--- src/rtl/core/rcl_pkg.sv ---
`default_nettype none

package rcl_pkg;

   localparam int REGIONS_DEFAULT = 64;
   localparam int QUEUE_DEPTH_DEFAULT = 2;

   localparam int CoordW = 31;
   localparam int IdW = 16;
   localparam int SlotW = 6;

   // command field codes
   typedef enum logic {
      CMD_LOAD = 1'b0,
      CMD_LIFT = 1'b1
   } cmd_type;

   // result status codes
   typedef enum logic [2:0] {
      STAT_LIFTED   = 3'd0,
      STAT_NONE     = 3'd1,
      STAT_DISJOINT = 3'd2,
      STAT_PARTIAL  = 3'd3,
      STAT_LOADED   = 3'd4,
      STAT_OVERFLOW = 3'd5
   } status_type;

   // work kinds handed from the front to the back
   typedef enum logic [1:0] {
      OP_WRITE = 2'd0,   // load into a slot that exists
      OP_SKIP  = 2'd1,   // load aimed beyond the table
      OP_QUERY = 2'd2
   } op_type;

   // one queued job; lo/hi are region bounds for loads, query bounds for lifts
   typedef struct packed {
      op_type            op;
      logic [SlotW-1:0]  slot;
      logic [CoordW-1:0] lo;
      logic [CoordW-1:0] hi;
      logic [IdW-1:0]    dst_id;
      logic [CoordW-1:0] dst_start;
      logic              minus;
   } job_type;

   // one table entry
   typedef struct packed {
      logic              valid;
      logic              minus;
      logic [IdW-1:0]    dst_id;
      logic [CoordW-1:0] dst_start;
      logic [CoordW-1:0] src_end;
      logic [CoordW-1:0] src_start;
   } entry_type;

   typedef struct packed {
      status_type        status;
      logic [IdW-1:0]    out_dst_id;
      logic [CoordW-1:0] out_start;
      logic [CoordW-1:0] out_end;
      logic              out_minus;
      logic [SlotW-1:0]  hit_slot;
   } result_type;

   typedef enum logic [2:0] {
      BK_CLEAR,
      BK_IDLE,
      BK_SCAN,
      BK_EVAL,
      BK_ADD,
      BK_EMIT
   } back_state_type;

endpackage

`default_nettype wire

--- src/rtl/core/rcl_queue.sv ---
`default_nettype none

// Short job queue between front and back.
module rcl_queue #(
   parameter int QUEUE_DEPTH = rcl_pkg::QUEUE_DEPTH_DEFAULT
) (
   input  wire logic             clock,
   input  wire logic             reset,
   input  wire rcl_pkg::job_type push_job,
   input  wire logic             push,
   output logic                  full,
   output rcl_pkg::job_type      pop_job,
   input  wire logic             pop,
   output logic                  empty
);

   localparam int PtrW = (QUEUE_DEPTH > 1) ? $clog2(QUEUE_DEPTH) : 1;
   localparam int CntW = $clog2(QUEUE_DEPTH + 1);
   localparam logic [PtrW-1:0] LastPtr = PtrW'(QUEUE_DEPTH - 1);
   localparam logic [CntW-1:0] FullCnt = CntW'(QUEUE_DEPTH);

   rcl_pkg::job_type   slots_ff [QUEUE_DEPTH];
   logic [PtrW-1:0]    wr_ptr_ff, wr_ptr_in;
   logic [PtrW-1:0]    rd_ptr_ff, rd_ptr_in;
   logic [CntW-1:0]    count_ff, count_in;

   assign full    = (count_ff == FullCnt);
   assign empty   = (count_ff == '0);
   assign pop_job = slots_ff[rd_ptr_ff];

   always_comb begin
      wr_ptr_in = wr_ptr_ff;
      rd_ptr_in = rd_ptr_ff;
      count_in  = count_ff;
      if (push) begin
         wr_ptr_in = (wr_ptr_ff == LastPtr) ? '0 : wr_ptr_ff + 1'b1;
      end
      if (pop) begin
         rd_ptr_in = (rd_ptr_ff == LastPtr) ? '0 : rd_ptr_ff + 1'b1;
      end
      if (push && !pop) begin
         count_in = count_ff + 1'b1;
      end else if (pop && !push) begin
         count_in = count_ff - 1'b1;
      end
   end

   always_ff @(posedge clock) begin
      if (push) begin
         slots_ff[wr_ptr_ff] <= push_job;
      end
      if (reset) begin
         wr_ptr_ff <= '0;
         rd_ptr_ff <= '0;
         count_ff  <= '0;
      end else begin
         wr_ptr_ff <= wr_ptr_in;
         rd_ptr_ff <= rd_ptr_in;
         count_ff  <= count_in;
      end
   end

   a_no_overrun: assert property (@(posedge clock) disable iff (reset)
      push |-> (!full || pop))
      else $error("queue written while full");
   a_no_underrun: assert property (@(posedge clock) disable iff (reset)
      pop |-> !empty)
      else $error("queue read while empty");

endmodule

`default_nettype wire

--- config.mk ---
export PLATFORM = sky130hd
export DESIGN_NAME = rcl_queue
export DESIGN_NICKNAME = d
export VERILOG_FILES = /design/src/rtl/core/rcl_pkg.sv /design/src/rtl/core/rcl_queue.sv
export SDC_FILE = /design/constraint.sdc
export NUM_CORES = 1
export LEC_CHECK = 0
export BUFFER_PORTS_ARGS = -buffer_cell sky130_fd_sc_hd__buf_2
export CAP_MARGIN = 25
export CORE_ASPECT_RATIO = 0.7
export CORE_UTILIZATION = 52
export CTS_CLUSTER_SIZE = 25
export DETAILED_ROUTE_END_ITERATION = 8
export GPL_ROUTABILITY_DRIVEN = 0
export GPL_TIMING_DRIVEN = 1
export PLACE_DENSITY = 0.91
export RECOVER_POWER = 100
export SYNTH_ARGS = -nofsm -noshare
export SYNTH_HDL_FRONTEND = slang
export SYNTH_SLANG_ARGS = --single-unit
--- constraint.sdc ---
create_clock -name clock -period 7.9 [get_ports clock]
set_input_delay 0.395 -clock clock [delete_from_list [all_inputs] [get_ports clock]]
set_output_delay 0.395 -clock clock [all_outputs]
set_load 0.02 [all_outputs]
==> impl_table.tex, run 1 <==
\begin{tabular}{lr}
\hline
Metric & Value \\
\hline
\multicolumn{2}{l}{\textbf{STA}} \\
Setup TNS & 0 ns \\
Unrepaired setup endpoints after global routing & false \\
Final-report max-slew violation count & 183 \\
Worst slew pin tran & between 4 and 5 ns \\
Clock period minus worst slack & $\sim$4.7 ns \\
Setup clock skew after layout & approximately 0.013 ns \\
Setup-violating endpoint count in the final report & 0 \\
Fmax & between 200 and 250 MHz \\
Hold violation total from the final report & 0 \\
Slew HR & -167.6\% \\
Portion of the clock cycle consumed by the worst path in the final layout & between 60\% and 70\% \\
\multicolumn{2}{l}{\textbf{Clock tree}} \\
Clock-pin transition on the worst setup and hold timing paths & 0.06 ns \\
CTS tree & yes \\
Resize count post-CTS & 0 \\
Clock sinks & 241 \\
Setup Buffers After CTS & 0 \\
Maximum clock insertion buffer count & 3 \\
Number of buffers added to fix hold violations after cts & 0 \\
Source-to-sink clock delay at the later pin of the worst-skew pair & 0.49 ns \\
H-tree levels & 1 \\
CTS buffer count & 22 \\
Master cell of the clock root buffer & clkbuf\_16 \\
\multicolumn{2}{l}{\textbf{Route}} \\
Per-cell via count in the routed design & 5.097 \\
Average routed wire per standard cell & between 15 and 20 µm \\
Total wire length & around 16000 µm \\
Remaining antenna violation count & 0 \\
Via count of the routed design & $\sim$4500 \\
DRC viols & 0 \\
Violation count after the first detailed-routing iteration & approximately 230 \\
TritonRoute pass-1 iters & 4 \\
\multicolumn{2}{l}{\textbf{Run status}} \\
Violated checks & max-capacitance violations, max-slew violations \\
Result of the run & finished with violations \\
\multicolumn{2}{l}{\textbf{Power and ir drop}} \\
VDD IR-drop max & 225.8 µV \\
Leakage power figure & between 3 and 4 nW \\
P per Cell Area & between 200 and 300 nW/µm² \\
\multicolumn{2}{l}{\textbf{Logic synthesis}} \\
Netlist area before placement & 8786 µm² \\
Post-synthesis cell type with the largest combined area & edfxtp\_1 \\
Number of distinct standard cells referenced by the synthesized netlist & 16 \\
Register area share after synthesis & roughly four fifths \\
Post-synthesis average cell area & about 23 µm² \\
Warning count from the yosys run & 0 \\
Syn Inst Count & $\sim$400 \\
Net count after synthesis & $\sim$510 \\
Cell types occupying the most area after synthesis & edfxtp\_1 (81\%), mux2\_2 (13\%), mux2\_4 (3.4\%) \\
Number of register bits inferred by synthesis & roughly 240 \\
Share of the synthesized area in the top cell type & between 80 and 90\% \\
\multicolumn{2}{l}{\textbf{Global routing}} \\
Number of antenna violations at the first check in global routing & 0 \\
Global router's overall resource usage & between 15 and 20\% \\
First-pass GRT wire length & 23670 µm \\
Number of global-route vias before repair & 4730 \\
Global route overflow & 0 \\
Largest net degree at the start of global routing & 61 \\
\multicolumn{2}{l}{\textbf{Floorplanning}} \\
Effective utilization at floorplan & between 50\% and 60\% \\
Std-Cell Core Area & between 15000 and 20000 µm² \\
Total die area & approximately 17000 µm² \\
Num rows & 39 \\
Die width & between 150 and 200 µm \\
I/O pins & $\sim$240 \\
Overall die height & $\sim$110 µm \\
\multicolumn{2}{l}{\textbf{Worst hold path}} \\
Class of the worst hold path & input pin to flip-flop \\
\multicolumn{2}{l}{\textbf{Cells and area}} \\
Layout Nets & around 770 \\
Fill cell total of the finished layout & about 1200 \\
Flip-flop and latch area & $\sim$7200 µm² \\
Ant. Diodes & 0 \\
Share of post-route cells with drive strength above 1 & 32.42\% \\
Area grow syn2layout & 21.58\% \\
Area of combinational cells with multiple inputs & roughly 1400 µm² \\
Core utilization of the finished layout & between 60\% and 70\% \\
\multicolumn{2}{l}{\textbf{Worst setup path}} \\
Critical path class & flip-flop to flip-flop \\
Critical Path End Type & flip-flop \\
Crit-path max FO & 60 \\
Signal arrival time at the worst endpoint & approximately 4.9 ns \\
Startpoint type of the worst setup path & flip-flop \\
Data required time at the worst endpoint & approximately 8 ns \\
\multicolumn{2}{l}{\textbf{Placement}} \\
Count of buffers inserted at the top-level ports & between 200 and 250 \\
Detailed-placement wirelength estimate & 10570 µm \\
\multicolumn{2}{l}{\textbf{Job}} \\
Max-cap viol count & 3 \\
\hline
\end{tabular}
per-layer routing:
layer  wire length, µm  vias up  part of all wire [%]  GRT usage [%]
met4               405        0                   2.5          6.019
met1              6553     2216                    41          21.54
li1                  -     2060                     -              -
met3              1390       32                   8.7          5.043
met2              7705      203                    48          30.53
met5                 0        -                     0              0
flip-flops by register name, indices dropped and copies added (netlist names), named ones only:
signal,flops
slots_ff,236
count_ff,2
rd_ptr_ff,1
wr_ptr_ff,1
cell usage after synthesis:
cell type and n:
nor2_1 5, mux2_4 20, buf_6 4, nor2b_1 2, ha_1 1, inv_1 1
xnor2_1 2, and2_1 1, buf_2 9, dfxtp_1 5, xor2_1 2, a21oi_1 1
edfxtp_1 236, mux2_2 98, or3_1 1, o21ai_0 1
metrics by stage:
stage / total power [mW] / cell area (µm²) / setup WS, ns / instances / hold WS, ns
after floorplan: 1.780 / 8786 / 1.744 / 389 / 0.4608
after detailed placement: 1.903 / 10230 / 5.186 / 846 / 0.5118
after global routing: 3.001 / 10680 / 2.748 / 885 / 0.06607
final: 2.900 / 10680 / 3.155 / 885 / 0.08989
after CTS: 2.955 / 10950 / 4.653 / 885 / 0.06550
after global placement: 1.886 / 10230 / 5.260 / 846 / 0.4812
placed cells by master, fill, tap and decap left out, drive strengths merged:
cell and n:
edfxtp 236, clkbuf 176, mux2 118, buf 93, clkinv 11, nor2 5, dfxtp 5, bufinv 3
xor2 2, xnor2 2, nor2b 2, and2 1, inv 1, o21ai 1, or3 1, a21oi 1
ha 1, clkinvlp 1
final cells by class:
| class | instances | area share (%) |
|---|---|---|
| clock inverters | 15 | 1.347 |
| flip-flops and latches | 241 | 67.28 |
| clock buffers | 24 | 5.423 |
| inverters | 1 | 0.03514 |
| repair buffers | 245 | 9.746 |
| multi-input cells | 134 | 13.53 |
| well taps | 225 | 2.636 |
logic make-up after synthesis:
kind of cell               synth area share [%]
DFF                                       81.80
muxes                                     15.98
buffers and inverters                     1.068
and+or+nand+nor                          0.4985
xor gates and xnor gates                 0.3988
AOI/OAI and AO/OA                        0.1138
adders and majority gates                0.1424
worst max-delay path, stage by stage, from the launching register on:
cell     delay [ns]
dfxtp_1        0.42
and2_0         2.90
buf_4          0.97
worst paths after layout:
path / slack (ns) / depth (start not counted) / to / from
setup / recovery: 3.15 / 2 / slots_ff[1][113] / wr_ptr_ff
hold / removal: 0.09 / 1 / slots_ff[1][43] / push_job[43]
setup reg to reg: 3.15 / 2 / slots_ff[1][113] / wr_ptr_ff
hold reg to reg: 0.52 / 2 / count_ff[1] / count_ff[1]
power by group:
group          internal [mW]  switching, mW
Clock                  0.624          0.425
Sequential              1.50         0.0305
Combinational          0.118          0.205
Power figures use the tool's default switching activity.
==> inputs of run 2 (changes only) <==
ABC_AREA = 1   (was default)
CORE_UTILIZATION = 47   (was 52)
PLACE_DENSITY = 0.88   (was 0.91)
clock period = 4.1 ns   (was 7.9 ns; I/O delays follow)
==> run 2 against run 1 <==
Compared with the run above:
- wire length is 19% higher
- clock-buffer cell count grew 4
- the run ends with design-rule violations, max-capacitance violations, max-slew violations left
- combinational power rose by 110%
- worst setup slack lost 2.2 ns
==> impl_table.tex, run 2 <==
\begin{tabular}{lr}
\hline
Metric & Value \\
\hline
\multicolumn{2}{l}{\textbf{Worst setup path}} \\
Crit-path cells & nor2\_1 -> clkbuf\_2 \\
Buffering stage count on the worst path with inverters included & 1 \\
Crit-path max FO & 40 \\
Data required time at the worst endpoint & 4.19 ns \\
Signal arrival time at the worst endpoint & around 3.2 ns \\
Startpoint type of the worst setup path & flip-flop \\
Family of cells with the greatest summed delay on the critical path & simple AND/OR/NAND/NOR gates \\
Critical Path End Type & flip-flop \\
Critical Path Slowest Stage Cell & nor2\_1 \\
Critical path class & flip-flop to flip-flop \\
Max incr delay on CP & 1.39 ns \\
\multicolumn{2}{l}{\textbf{Cells and area}} \\
Core utilization of the finished layout & about two thirds \\
Area grow syn2layout & 34.42\% \\
Max reg flops & 236 \\
Top register by number of flip-flops & slots\_ff \\
Layout Nets & $\sim$900 \\
Fill cell total of the finished layout & between 1000 and 1500 \\
Registers with the most flip-flops & slots\_ff x236, count\_ff x2 \\
Ant. Diodes & 0 \\
Share of post-route cells with drive strength above 1 & between 20\% and 30\% \\
Final non-filler cell area & 11840 µm² \\
Leading cell type in the layout, fill and taps excluded & edfxtp\_1 \\
Highest-count cells in the layout ignoring fill and taps & edfxtp\_1 (236), clkbuf\_1 (190), dlygate4sd3\_1 (119) \\
\multicolumn{2}{l}{\textbf{Floorplanning}} \\
Overall die height & 116.5 µm \\
Total die area & 19300 µm² \\
Effective utilization at floorplan & between 40\% and 50\% \\
Num rows & 41 \\
I/O pins & 242 \\
Die width & approximately 170 µm \\
Std-Cell Core Area & roughly 18000 µm² \\
\multicolumn{2}{l}{\textbf{Logic synthesis}} \\
Proportion of register bits with asynchronous set or reset after synthesis & 0\% \\
Warning count from the yosys run & 0 \\
Most instantiated library cell after synthesis & edfxtp\_1 \\
Syn Inst Count & 400 \\
Cell types occupying the most area after synthesis & edfxtp\_1 (80\%), mux2\_2 (13\%), mux2\_4 (3.4\%) \\
Number of distinct standard cells referenced by the synthesized netlist & 16 \\
Register area share after synthesis & roughly four fifths \\
Top FF cell, synth & edfxtp\_1 \\
Post-synthesis average cell area & roughly 22 µm² \\
Post-synth top cells & edfxtp\_1 (236), mux2\_2 (98), mux2\_4 (20) \\
Share of the synthesized area in the top cell type & between 80\% and 90\% \\
Net count after synthesis & around 520 \\
Netlist area before placement & between 8000 and 9000 µm² \\
Post-synth EDFFs & between 200 and 250 \\
Number of register bits inferred by synthesis & 241 \\
Post-synthesis cell type with the largest combined area & edfxtp\_1 \\
\multicolumn{2}{l}{\textbf{Global routing}} \\
Global router's overall resource usage & approximately a fifth \\
Largest net degree at the start of global routing & between 60 and 70 \\
First-pass GRT wire length & 28410 µm \\
Number of global-route vias before repair & approximately 5400 \\
Global route overflow & 0 \\
Number of antenna violations at the first check in global routing & 0 \\
\multicolumn{2}{l}{\textbf{Route}} \\
DRC viols & 29 \\
Average routed wire per standard cell & 18.63 µm \\
Length of routed met3 wiring & between 1000 and 1500 µm \\
Routed metal-1 wire length & roughly 8000 µm \\
TritonRoute pass-1 iters & 7 \\
Routed wire length on met2 & $\sim$9800 µm \\
Remaining antenna violation count & 0 \\
Total wire length & roughly 19000 µm \\
Via count of the routed design & around 5000 \\
Per-cell via count in the routed design & approximately 5.0 \\
Max Used Layer & met4 \\
Violation count after the first detailed-routing iteration & about 340 \\
\multicolumn{2}{l}{\textbf{STA}} \\
Worst slew pin tran & between 1.5 and 2 ns \\
Final-report max-slew violation count & 81 \\
Setup clock skew after layout & between 0.015 and 0.02 ns \\
Fmax & between 300 and 400 MHz \\
Setup TNS & 0 ns \\
Setup-violating endpoint count in the final report & 0 \\
Hold violation total from the final report & 0 \\
Portion of the clock cycle consumed by the worst path in the final layout & between 70\% and 80\% \\
Slew HR & -25.57\% \\
Clock period minus worst slack & 3.151 ns \\
Unrepaired setup endpoints after global routing & false \\
\multicolumn{2}{l}{\textbf{Placement}} \\
Detailed-placement wirelength estimate & roughly 11000 µm \\
Count of buffers inserted at the top-level ports & 241 \\
Area after DPL & between 10000 and 15000 µm² \\
\multicolumn{2}{l}{\textbf{Clock tree}} \\
Clock sinks & around 240 \\
Maximum clock insertion buffer count & 3 \\
Resize count post-CTS & 0 \\
CTS buffer count & 23 \\
Master cell of the clock root buffer & clkbuf\_16 \\
Clock-pin transition on the worst setup and hold timing paths & 0.06 ns \\
H-tree levels & 1 \\
Source-to-sink clock delay at the later pin of the worst-skew pair & $\sim$0.49 ns \\
CTS tree & yes \\
\multicolumn{2}{l}{\textbf{Power and ir drop}} \\
Power consumption & about 5.5 mW \\
Leakage power figure & roughly 4.1 nW \\
P per Cell Area & roughly 470 nW/µm² \\
VDD IR-drop max & about 330 µV \\
\multicolumn{2}{l}{\textbf{Run status}} \\
Result of the run & finished with violations \\
Violated checks & design-rule violations, max-capacitance violations, max-slew violations \\
\multicolumn{2}{l}{\textbf{Worst hold path}} \\
Class of the worst hold path & input pin to flip-flop \\
\multicolumn{2}{l}{\textbf{Job}} \\
Max-cap viol count & 2 \\
\hline
\end{tabular}
-- run 2: routing by layer --
layer | global-route usage [%] | vias up
met3 | 4.778 | 32
met4 | 5.670 | 0
li1 | - | 2324
met1 | 23.45 | 2529
met2 | 34.10 | 212
met5 | 0 | -
-- run 2: path summary, 6_finish.rpt --
kind         depth (start not counted)      start  slack, ns               to
max                                  2  wr_ptr_ff       0.95  slots_ff[0][41]
min reg2reg                          2  wr_ptr_ff       0.53        wr_ptr_ff
max reg2reg                          2  wr_ptr_ff       0.95  slots_ff[0][41]
min                                  3       push       0.03        wr_ptr_ff
-- run 2: repair_timing --
item / 4_1_cts / 5_1_grt
hold buffers: 119 / 0
setup buffers: 0 / 0
hold endpoints to repair: 239 / 0
-- run 2: layout make-up --
| cell class | instances | area (µm²) | area share [%] |
|---|---|---|---|
| multi-input cells | 137 | 1429 | 12.07 |
| inverters | 9 | 36.28 | 0.3065 |
| repair buffers | 364 | 2216 | 18.72 |
| clock buffers | 28 | 594.3 | 5.020 |
| clock inverters | 10 | 77.57 | 0.6553 |
| flip-flops and latches | 241 | 7191 | 60.74 |
| well taps | 236 | 295.3 | 2.494 |
-- run 2: logic make-up (layout without fill, tap and decap cells) --
group | count (synthesis) | in the layout | share of synthesized area, %
AO/OA/AOI/OAI | 2 | 2 | 0.1135
adder cells (fa/ha/maj) | 1 | 1 | 0.1420
AND/OR/NAND/NOR | 15 | 15 | 0.6961
flip-flops | 241 | 241 | 81.60
XOR/XNOR | 1 | 1 | 0.09946
multiplexers | 118 | 118 | 15.94
buffers and inverters | 22 | 411 | 1.406
-- run 2: metrics by stage --
stage | cells | setup slack, ns | hold slack (ns)
after floorplan | 400 | 0.2494 | 0.2774
after global placement | 868 | 2.063 | 0.3923
after detailed placement | 868 | 2.051 | 0.3962
after CTS | 1025 | 1.519 | 0.006089
after global routing | 1025 | 0.8113 | 0.06208
final | 1025 | 0.9493 | 0.03210
-- run 2: worst min-delay path, cell delays in order --
cell    delay (ns)
buf_2         0.13
nor2_1        0.09
nor3_1        0.05
-- run 2: where the power goes --
part | internal, mW | switching [mW]
Clock | 1.09 | 0.843
Combinational | 0.285 | 0.401
Sequential | 2.86 | 0.0541
