`src/rtl/core/rcl_pkg.sv`:
```
`default_nettype none

package rcl_pkg;

   localparam int REGIONS_DEFAULT = 64;
   localparam int QUEUE_DEPTH_DEFAULT = 2;

   localparam int CoordW = 31;
   localparam int IdW = 16;
   localparam int SlotW = 6;

   // command field codes
   typedef enum logic {
      CMD_LOAD = 1'b0,
      CMD_LIFT = 1'b1
   } cmd_type;

   // result status codes
   typedef enum logic [2:0] {
      STAT_LIFTED   = 3'd0,
      STAT_NONE     = 3'd1,
      STAT_DISJOINT = 3'd2,
      STAT_PARTIAL  = 3'd3,
      STAT_LOADED   = 3'd4,
      STAT_OVERFLOW = 3'd5
   } status_type;

   // work kinds handed from the front to the back
   typedef enum logic [1:0] {
      OP_WRITE = 2'd0,   // load into a slot that exists
      OP_SKIP  = 2'd1,   // load aimed beyond the table
      OP_QUERY = 2'd2
   } op_type;

   // one queued job; lo/hi are region bounds for loads, query bounds for lifts
   typedef struct packed {
      op_type            op;
      logic [SlotW-1:0]  slot;
      logic [CoordW-1:0] lo;
      logic [CoordW-1:0] hi;
      logic [IdW-1:0]    dst_id;
      logic [CoordW-1:0] dst_start;
      logic              minus;
   } job_type;

   // one table entry
   typedef struct packed {
      logic              valid;
      logic              minus;
      logic [IdW-1:0]    dst_id;
      logic [CoordW-1:0] dst_start;
      logic [CoordW-1:0] src_end;
      logic [CoordW-1:0] src_start;
   } entry_type;

   typedef struct packed {
      status_type        status;
      logic [IdW-1:0]    out_dst_id;
      logic [CoordW-1:0] out_start;
      logic [CoordW-1:0] out_end;
      logic              out_minus;
      logic [SlotW-1:0]  hit_slot;
   } result_type;

   typedef enum logic [2:0] {
      BK_CLEAR,
      BK_IDLE,
      BK_SCAN,
      BK_EVAL,
      BK_ADD,
      BK_EMIT
   } back_state_type;

endpackage

`default_nettype wire

```
`src/rtl/core/rcl_if.sv`:
```
`default_nettype none

interface rcl_req_if;
   logic        valid;
   logic        ready;
   logic        cmd;
   logic [5:0]  slot;
   logic [30:0] region_start;
   logic [30:0] region_end;
   logic [15:0] region_dst_id;
   logic [30:0] region_dst_start;
   logic        region_minus;
   logic [30:0] item_start;
   logic [30:0] item_end;

   modport source (
      output valid, cmd, slot, region_start, region_end, region_dst_id,
             region_dst_start, region_minus, item_start, item_end,
      input  ready
   );
   modport sink (
      input  valid, cmd, slot, region_start, region_end, region_dst_id,
             region_dst_start, region_minus, item_start, item_end,
      output ready
   );
endinterface


`default_nettype wire

```
`src/rtl/core/rcl_front.sv`:
```
`default_nettype none

// Takes request beats, sorts them into job kinds, packs the fields.
module rcl_front #(
   parameter int REGIONS = rcl_pkg::REGIONS_DEFAULT
) (
   input  wire logic           clock,
   input  wire logic           reset,
   rcl_req_if.sink             req,
   output rcl_pkg::job_type    push_job,
   output logic                push,
   input  wire logic           queue_full
);

   rcl_pkg::job_type hold_ff, hold_in;
   logic             hold_valid_ff, hold_valid_in;
   logic             accept;

   assign push      = hold_valid_ff && !queue_full;
   assign req.ready = !hold_valid_ff || !queue_full;
   assign accept    = req.valid && req.ready;
   assign push_job  = hold_ff;

   always_comb begin
      hold_in       = hold_ff;
      hold_valid_in = hold_valid_ff && !push;
      if (accept) begin
         hold_valid_in    = 1'b1;
         hold_in.slot     = req.slot;
         hold_in.dst_id   = req.region_dst_id;
         hold_in.dst_start = req.region_dst_start;
         hold_in.minus    = req.region_minus;
         if (req.cmd == rcl_pkg::CMD_LIFT) begin
            hold_in.op = rcl_pkg::OP_QUERY;
            hold_in.lo = req.item_start;
            hold_in.hi = req.item_end;
         end else begin
            hold_in.op = (32'(req.slot) < 32'(REGIONS)) ? rcl_pkg::OP_WRITE
                                                        : rcl_pkg::OP_SKIP;
            hold_in.lo = req.region_start;
            hold_in.hi = req.region_end;
         end
      end
   end

   always_ff @(posedge clock) begin
      hold_ff <= hold_in;
      if (reset) begin
         hold_valid_ff <= 1'b0;
      end else begin
         hold_valid_ff <= hold_valid_in;
      end
   end

endmodule

`default_nettype wire

```
`src/flat_wrapper.sv`:
```
// flat-port wrapper written by rule: the top's interface ports become plain ports
module rcl_front_flat 
#(
   parameter int REGIONS = rcl_pkg::REGIONS_DEFAULT
)
  (clock, reset, push_job, push, queue_full, req_valid, req_cmd, req_slot, req_region_start, req_region_end, req_region_dst_id, req_region_dst_start, req_region_minus, req_item_start, req_item_end, req_ready);
  rcl_req_if req_i ();
  input  wire logic clock;
  input  wire logic reset;
  output rcl_pkg::job_type push_job;
  output logic push;
  input  wire logic queue_full;
  input wire logic [$bits(req_i.valid)-1:0] req_valid;
  input wire logic [$bits(req_i.cmd)-1:0] req_cmd;
  input wire logic [$bits(req_i.slot)-1:0] req_slot;
  input wire logic [$bits(req_i.region_start)-1:0] req_region_start;
  input wire logic [$bits(req_i.region_end)-1:0] req_region_end;
  input wire logic [$bits(req_i.region_dst_id)-1:0] req_region_dst_id;
  input wire logic [$bits(req_i.region_dst_start)-1:0] req_region_dst_start;
  input wire logic [$bits(req_i.region_minus)-1:0] req_region_minus;
  input wire logic [$bits(req_i.item_start)-1:0] req_item_start;
  input wire logic [$bits(req_i.item_end)-1:0] req_item_end;
  output wire logic [$bits(req_i.ready)-1:0] req_ready;
  assign req_i.valid = req_valid;
  assign req_i.cmd = req_cmd;
  assign req_i.slot = req_slot;
  assign req_i.region_start = req_region_start;
  assign req_i.region_end = req_region_end;
  assign req_i.region_dst_id = req_region_dst_id;
  assign req_i.region_dst_start = req_region_dst_start;
  assign req_i.region_minus = req_region_minus;
  assign req_i.item_start = req_item_start;
  assign req_i.item_end = req_item_end;
  assign req_ready = req_i.ready;
  rcl_front #(.REGIONS(REGIONS)) u_core (.clock(clock), .reset(reset), .req(req_i), .push_job(push_job), .push(push), .queue_full(queue_full));
endmodule
```
`config.mk`:
```
export PLATFORM = sky130hd
export DESIGN_NAME = rcl_front_flat
export DESIGN_NICKNAME = d
export VERILOG_FILES = /design/src/rtl/core/rcl_pkg.sv /design/src/rtl/core/rcl_if.sv /design/src/rtl/core/rcl_front.sv /design/src/flat_wrapper.sv
export SDC_FILE = /design/constraint.sdc
export NUM_CORES = 1
export LEC_CHECK = 0
export CORE_AREA = 2 2 119 121
export CTS_CLUSTER_DIAMETER = 200
export DETAILED_ROUTE_END_ITERATION = 8
export DIE_AREA = 0 0 121 123
export DONT_BUFFER_PORTS = 1
export MAX_ROUTING_LAYER = met4
export PLACE_DENSITY_LB_ADDON = 0.15
export SLEW_MARGIN = 0
export SYNTH_ARGS = -nofsm -noshare
export SYNTH_HDL_FRONTEND = slang
export SYNTH_SLANG_ARGS = --single-unit
```
`constraint.sdc`:
```
create_clock -name clock -period 3.8 [get_ports clock]
set_input_delay 0.38 -clock clock [delete_from_list [all_inputs] [get_ports clock]]
set_output_delay 0.38 -clock clock [all_outputs]
set_load 0.03 [all_outputs]
```
==> results of run 1 <==
## metal layers
| layer | vias up | GRT usage |
|---|---|---|
| met4 | 0 | 0.06977 |
| met3 | 10 | 0.07749 |
| met1 | 916 | 0.1102 |
| met5 | - | - |
| met2 | 189 | 0.1882 |
| li1 | 789 | - |
## layout by cell type, fill, tap and decap left out
master / netlist / routed
a21oi_1: 1 / 1
and2_4: 0 / 1
buf_12: 6 / 1
bufinv_16: 0 / 5
clkbuf_1: 0 / 4
clkbuf_16: 0 / 17
clkinv_2: 0 / 4
clkinv_4: 0 / 1
conb_1: 1 / 1
dfxtp_1: 1 / 1
edfxtp_1: 117 / 117
mux2_2: 2 / 2
mux2_4: 60 / 60
nand2_1: 1 / 1
nor2_1: 1 / 1
nor2b_1: 1 / 1
## registers in the layout (all words and copies together), names as in the netlist
signal                count
u_core.hold_valid_ff      1
u_core.push_job         117
## final cells by class
class | count | area [um2]
fillers | 1198 | 8259
repair buffers | 1 | 20.02
clock inverters | 10 | 178.9
flip-flops and latches | 118 | 3533
multi-input cells | 68 | 954.7
well taps | 180 | 225.2
clock buffers | 21 | 440.4
## critical path, cell delays in order, from the launching register on
cell and delay [ns]:
dfxtp_1 0.32, nand2_1 0.26, and2_4 0.67, buf_12 0.38
## how the worst max path moves through the flow
| stage | to | depth (start not counted) |
|---|---|---|
| after global routing | u_core.push_job[100]$_DFFE_PP_ | 3 |
| after detailed placement | u_core.push_job[99]$_DFFE_PP_ | 3 |
| after floorplan | u_core.push_job[0]$_DFFE_PP_ | 2 |
| final | u_core.push_job[99]$_DFFE_PP_ | 3 |
| after CTS | u_core.push_job[24]$_DFFE_PP_ | 3 |
| after global placement | u_core.push_job[103]$_DFFE_PP_ | 3 |
## per-stage QoR
stage	total power, mW	hold WS [ns]	std cells	worst slack (ns)	area (um2)
2_1_floorplan	1.896	0.4524	194	1.221	4626
3_5_place_dp	1.904	0.4558	367	1.703	4733
6_report	3.550	0.04960	398	1.794	5353
4_1_cts	3.610	0.01880	398	1.742	5353
3_3_place_gp	1.898	0.4546	367	1.791	4733
5_1_grt	3.673	0.02353	398	1.663	5353
## synthesized netlist by cell type
library cell,n,area share
mux2_4,60,0.19
and2_1,1,0.0014
mux2_2,2,0.0049
nor2b_1,1,0.0014
nor2_1,1,0.00081
nand2_1,1,0.00081
buf_12,6,0.026
buf_6,1,0.0024
a21oi_1,1,0.0011
buf_4,1,0.0016
edfxtp_1,117,0.76
dfxtp_1,1,0.0043
conb_1,1,0.00081
## logic make-up (layout without fill, tap and decap cells)
family	count (synthesis)	count (layout)	share of synthesized area
other cells	1	1	0.0008109
flops	118	118	0.7641
mux	62	62	0.1997
compound gates	1	1	0.001081
simple gates	4	4	0.004329
buf+inv	8	32	0.03003
## power by group through the flow
stage | clock network [mW] | registers, mW | logic [mW]
CTS | 1.73 | 1.75 | 0.134
finish | 1.68 | 1.74 | 0.130
global placement | 0 | 1.77 | 0.126
detailed placement | 0 | 1.77 | 0.135
floorplan | 0 | 1.75 | 0.141
global route | 1.78 | 1.75 | 0.140
==> metrics.txt, run 1 <==
power share of the combinational group=0.037; Internal=2.783 mW; IO Pins=303; Critical Path End Type=flop; layout cells sized above 1=0.4174; Row Count=43; Root Driver=clkbuf_16; WL/cell=23.60 um; Die Height=123 um; Setup TNS Final=0 ns; Critical Path AT=2.07 ns; starting density of the core=0.3397; register area share after synthesis=0.7641; routed wl met3=1234 um; drt pass-1 iters=4; Vias=1,904; ant diodes=0; mean area per synthesized cell=23.84 um2; initial antenna violation count=0; number of global-route vias before repair=2,092; Area growth syn-to-layout=15.75%; Slew Limit Fails=0; GR Util All Layers=0.1200; flops & latches, synth=118; pwr dens=663.2 mW/mm2; Critical R2R Capture=u_core.push_job[99]$_DFFE_PP_; Mapped Area=0.004624 mm2; Via density=4.784; top sig layer=met4; Layout Skew=0.005271 ns; first-pass GRT wire length=12,050 um; Worst Setup SP=u_core.hold_valid_ff$_SDFF_PP0_; Max-Cap Viols=0; outcome=completed; post-cts gate resize count=0; # clock sinks=118; worst hold endpoint=u_core.hold_valid_ff$_SDFF_PP0_; insertion delay to the later sink of the worst-skew pair=0.40 ns; Setup violations, final=0; Ys Warns=0; H-tree Lvls=4; Reg clk slew, reported paths=0.05 ns; R2R Path Start=u_core.hold_valid_ff$_SDFF_PP0_; Routed met1 length=3342 um; postcts setup bufs=0; HP Class=in2reg; Lkg Pwr=1.970 nW; Max-slew headroom=0.5109; Reg2Reg Depth=3; WS Path Type=reg2reg; min-delay src=reset; core footprint=0.01361 mm2; crit path time final=2.006 ns; DRT iter0 DRCs=143; cts bufs inserted=17; WHS Path Cells=1; final hold vios=0; I/O Buffers=0; worst slew pin tran=0.7336 ns; CP startpoint kind=flop; RSZ-0062 raised after global routing=no; f_max=0.4985 GHz; TritonCTS clock tree=yes; Finished Core Util=0.3932; fin nets=389; pin count of the biggest net entering global routing=66; fin crit share=0.5279; Syn Nets=377; sequential share of power=0.491; Mapped Cells=194; Post-CTS Hold Buffers=0; maximum fanout along the worst path=65; drc violations=0; Max VDD drop=0.2475 mV; DP HPWL=6558 um; grt ovf=0; Detail Route Antenna Nets=0; CTS Buffer Depth=2; sw power=0.7672 mW; die area=0.01488 mm2; die width=121 um; Clk pwr share=0.472; Final GP Congestion=0.7006; Critical Path RT=3.87 ns; Yosys cell types=13; worst reg-to-reg setup slack=1.79 ns; sw frac=0.2161; met2 WL post-DR=4625 um; DRT Wirelength=9393 um
Note: power is estimated with default switching activity, not from simulation.
==> run 2, diff against run 1 <==
ABC_AREA = 1   (was unset)
CORE_AREA = 2 2 116 118   (was 2 2 119 121)
DIE_AREA = 0 0 118 120   (was 0 0 121 123)
clock period = 1.7 ns   (was 3.8 ns; I/O delays follow)
==> run 2 against run 1 <==
Net effect: the flow now stops in clock tree synthesis; area after synthesis fell by 3.8%; synthesized cell count rose by 68%.
==> metrics.txt, run 2 <==
outcome=did not finish; Halt Stage=clock tree synthesis; stop err=[ERROR RSZ-0060] Max buffer count reached.; flops & latches, synth=118; Mapped Area=0.004448 mm2; Row Count=42; Synth Flop Type=edfxtp_1; Mapped Cells=325; register area share after synthesis=0.7944; top cell type by total area after synthesis=edfxtp_1; Final GP Congestion=0.7035; Post-CTS Hold Buffers=105; Syn Nets=508; postcts setup bufs=0; Yosys cell types=13; # clock sinks=118; Synth Area in Compound Gates=0.07201; die width=118 um; mean area per synthesized cell=13.69 um2; starting density of the core=0.3427; I/O Buffers=0; Adder-Cell Fraction of Synth Area=0; DP HPWL=7046 um; post-synthesis xor/xnor area fraction=0; post-cts gate resize count=0; Die Height=120 um; CTS Buffer Depth=2; post-synth top area share=0.7899; Post-synth EDFFs=117; H-tree Lvls=4; most common cell in the netlist=edfxtp_1; largest family of logic cells by synthesized area=buffers and inverters; multiplexer share of the synthesized area=0; Ys Warns=0; DP Cell Count=489; post-synthesis async set-or-reset flop share=0; Root Driver=clkbuf_16; fraction of the mapped netlist area in simple logic gates=0.05401; cts bufs inserted=17; synth top area cells=edfxtp_1 79%, o21ai_0 5.7%, inv_1 5.4%; IO Pins=303; top cells by count, synth=117 x edfxtp_1, 64 x inv_1, 63 x nand2_1
## run 2: cell types whose count changed after synthesis
cell,change
o21ai_1,+11
nor2b_1,-1
buf_12,-6
o21ai_0,+51
mux2_4,-60
buf_6,+6
buf_2,+1
and2_1,-1
inv_1,+64
a21oi_1,+1
mux2_2,-2
clkbuf_1,+5
nand2_1,+62
## run 2: cell families after synthesis
| group | after synthesis |
|---|---|
| buffers and inverters | 78 |
| other | 1 |
| and+or+nand+nor | 64 |
| AOI/OAI and AO/OA | 64 |
| DFF | 118 |
## run 2: stage by stage
| stage | setup slack, ns | area (um2) | util | TNS [ns] |
|---|---|---|---|---|
| global placement | 0.4633 | 4611 | 0.3552 | 0 |
| detailed placement | 0.4373 | 4611 | 0.3552 | 0 |
| floorplan | -0.9953 | 4461 | - | -116.45 |
==> run 3, diff against run 2 <==
CORE_AREA = 2 2 119 121   (was 2 2 116 118)
CTS_CLUSTER_DIAMETER = unset   (was 200)
DIE_AREA = 0 0 121 123   (was 0 0 118 120)
MAX_ROUTING_LAYER = unset   (was met4)
clock period = 2.2 ns   (was 1.7 ns; I/O delays follow)
==> run 3 against run 2 <==
Net effect: synthesized cell count stayed put; the run now ends clean; area after synthesis is the same.
==> metrics.txt, run 3 <==
Area growth syn-to-layout=36.37%; Yosys cell types=13; commonest non-fill, non-tap cell in the layout=edfxtp_1; top cell type by total area after synthesis=edfxtp_1; HP Class=in2reg; pin count of the biggest net entering global routing=118; cts bufs inserted=17; most common cell in the netlist=edfxtp_1; H-tree Lvls=4; Critical Path End Type=primary output; RSZ-0062 raised after global routing=no; Internal=4.723 mW; Max-slew headroom=0.6358; post-synthesis async set-or-reset flop share=0; TritonCTS clock tree=yes; Post-synth EDFFs=117; most frequent cells in the layout=117 x edfxtp_1, 82 x dlygate4sd3_1, 64 x inv_1, 63 x nand2_1, 51 x o21ai_0; Hold Slack=0.02182 ns; maximum fanout along the worst path=3; grt ovf=0; max reg flops=117; drc violations=0; die width=121 um; Layout Skew=0.009619 ns; Max VDD drop=0.4151 mV; number of global-route vias before repair=2,588; fin crit share=0.6564; Lkg Pwr=2.375 nW; Detail Route Antenna Nets=0; Row Count=43; CTS Buffer Depth=2; worst slew pin tran=0.5442 ns; synth top area cells=edfxtp_1 79%, o21ai_0 5.7%, inv_1 5.4%; Mapped Area=0.004448 mm2; starting density of the core=0.3268; post-cts gate resize count=0; worst slack, placed=0.9275 ns; insertion delay to the later sink of the worst-skew pair=0.41 ns; flops & latches, synth=118; mean area per synthesized cell=13.69 um2; Vias=2,693; initial antenna violation count=1; CP startpoint kind=flop; Post-CTS Hold Buffers=82; Final GP Congestion=0.7420; sw power=1.485 mW; DRT Wirelength=10,600 um; Setup violations, final=0; Final Worst Setup Slack=0.7559 ns; sw frac=0.2392; DP HPWL=7205 um; Die Height=123 um; DP Cell Count=493; Via density=4.437; GR Util All Layers=0.1355; Clk pwr share=0.467; post-synth top area share=0.7899; WL/cell=17.46 um; fill count=1,181; Synth Flop Type=edfxtp_1; # clock sinks=118; Reg clk slew, reported paths=0.05 ns; Critical Path AT=1.22 ns; fin nets=597; power share of the combinational group=0.047; layout cells sized above 1=0.08197; non-filler instance count after layout=607; register area share after synthesis=0.7944; Mapped Cells=325; Ys Warns=0; DRT iter0 DRCs=139; drt pass-1 iters=5; Slew Limit Fails=0; Setup TNS Final=0 ns; top cells by count, synth=117 x edfxtp_1, 64 x inv_1, 63 x nand2_1; Syn Nets=508; IO Pins=303; postcts setup bufs=0; sequential share of power=0.486; pwr dens=1023 mW/mm2; ant diodes=0; Max-Cap Viols=0; WS Path Type=reg2out; final hold vios=0; die area=0.01488 mm2; core footprint=0.01361 mm2; Critical Path RT=1.98 ns; crit path time final=1.444 ns; Root Driver=clkbuf_16; f_max=0.6925 GHz; outcome=completed; I/O Buffers=0; first-pass GRT wire length=14,210 um
## run 3: area by class of cell
| cell class | instances | area [um2] | area share |
|---|---|---|---|
| sequential | 118 | 3535 | 0.5827 |
| timing repair buffer | 84 | 860.8 | 0.1419 |
| multi-input combinational | 129 | 575.6 | 0.09488 |
| clock buffer | 17 | 425.4 | 0.07013 |
| inverter | 64 | 240.2 | 0.03960 |
| tap | 180 | 225.2 | 0.03713 |
| clock inverter | 15 | 203.9 | 0.03362 |
## run 3: per-stage QoR
stage                     total power, mW  instance area (um2)  utilization
after global placement              3.237                 4616       0.3391
after CTS                           6.308                 6066       0.4456
final                               6.208                 6066       0.4456
after detailed placement            3.239                 4616       0.3391
after floorplan                     3.197                 4461            -
after global routing                6.435                 6066       0.4456
## run 3: routing by layer
layer  vias to the layer above  global-route usage  share of wire
li1                       1273                   -              -
met1                      1221              0.1312           0.35
met2                       185              0.2321           0.51
met3                        12             0.08164           0.12
met4                         2             0.05887          0.014
met5                         -                   0         0.0012
## run 3: cell families (layout without fill, tap and decap cells)
family,Yosys count,in the layout,synth area share
other cells,1,1,0.0008431
compound gates,64,64,0.07201
buf+inv,78,180,0.07876
flops,118,118,0.7944
simple gates,64,64,0.05401
## run 3: worst max-delay path: stages (launching register included)
cell and delay [ns]:
dfxtp_2 0.36, inv_1 0.05, nor2_1 0.42
## run 3: final timing paths
kind,startpoint,endpoint,slack (ns),cells past startpoint
worst min register to register,u_core.hold_valid_ff$_SDFF_PP0_,u_core.push_job[73]$_DFFE_PP_,0.82,2
worst min-delay path,req_item_start[25],u_core.push_job[104]$_DFFE_PP_,0.02,2
worst max-delay path,u_core.hold_valid_ff$_SDFF_PP0_,push,0.76,2
worst max register to register,u_core.hold_valid_ff$_SDFF_PP0_,u_core.hold_valid_ff$_SDFF_PP0_,0.82,3
## run 3: power by group through the flow
stage          Sequential [mW]  Combinational [mW]  Clock (mW)
6_report                  3.02               0.290        2.90
5_1_grt                   3.03               0.327        3.08
4_1_cts                   3.02               0.297        2.99
3_5_place_dp              3.07               0.174           0
3_3_place_gp              3.07               0.168           0
2_1_floorplan             3.04               0.157           0
==> run 4, diff against run 3 <==
clock period = 1.2 ns   (was 2.2 ns; I/O delays follow)
==> run 4 against run 3 <==
Net effect: the run now fails in clock tree synthesis; synthesized cell count did not move; area after synthesis did not move.
==> metrics.txt, run 4 <==
most common cell in the netlist=edfxtp_1; post-cts gate resize count=1; stop err=[ERROR RSZ-0060] Max buffer count reached.; Syn Nets=508; Row Count=43; post-synth top area share=0.7899; top cells by count, synth=117 x edfxtp_1, 64 x inv_1, 63 x nand2_1; register area share after synthesis=0.7944; flops & latches, synth=118; post-synthesis async set-or-reset flop share=0; top cell type by total area after synthesis=edfxtp_1; IO Pins=303; worst slack, placed=0.01437 ns; Post-synth EDFFs=117; Synth Flop Type=edfxtp_1; cts bufs inserted=17; placed instance area=0.004701 mm2; postcts setup bufs=0; Mapped Cells=325; outcome=did not finish; die width=121 um; DP HPWL=7772 um; Post-CTS Hold Buffers=108; I/O Buffers=0; H-tree Lvls=4; starting density of the core=0.3268; Die Height=123 um; Final GP Congestion=0.7256; mean area per synthesized cell=13.69 um2; CTS Buffer Depth=2; Root Driver=clkbuf_16; # clock sinks=118; synth top area cells=edfxtp_1 79%, o21ai_0 5.7%, inv_1 5.4%; Halt Stage=clock tree synthesis; Yosys cell types=13; Ys Warns=0; Mapped Area=0.004448 mm2
## run 4: cell counts after synthesis
Identical to the previous run, type by type.
## run 4: stage by stage
| step | std cells | hold WS [ns] | setup TNS, ns |
|---|---|---|---|
| 3_3_place_gp | 501 | 0.1828 | 0 |
| 2_1_floorplan | 325 | 0.1817 | -174.95 |
| 3_5_place_dp | 501 | 0.1868 | 0 |
## run 4: logic make-up after synthesis
logic type	count (synthesis)	synth area share
flip-flops	118	0.7944
buffers and inverters	78	0.07876
AO/OA/AOI/OAI	64	0.07201
AND/OR/NAND/NOR	64	0.05401
other	1	0.0008431
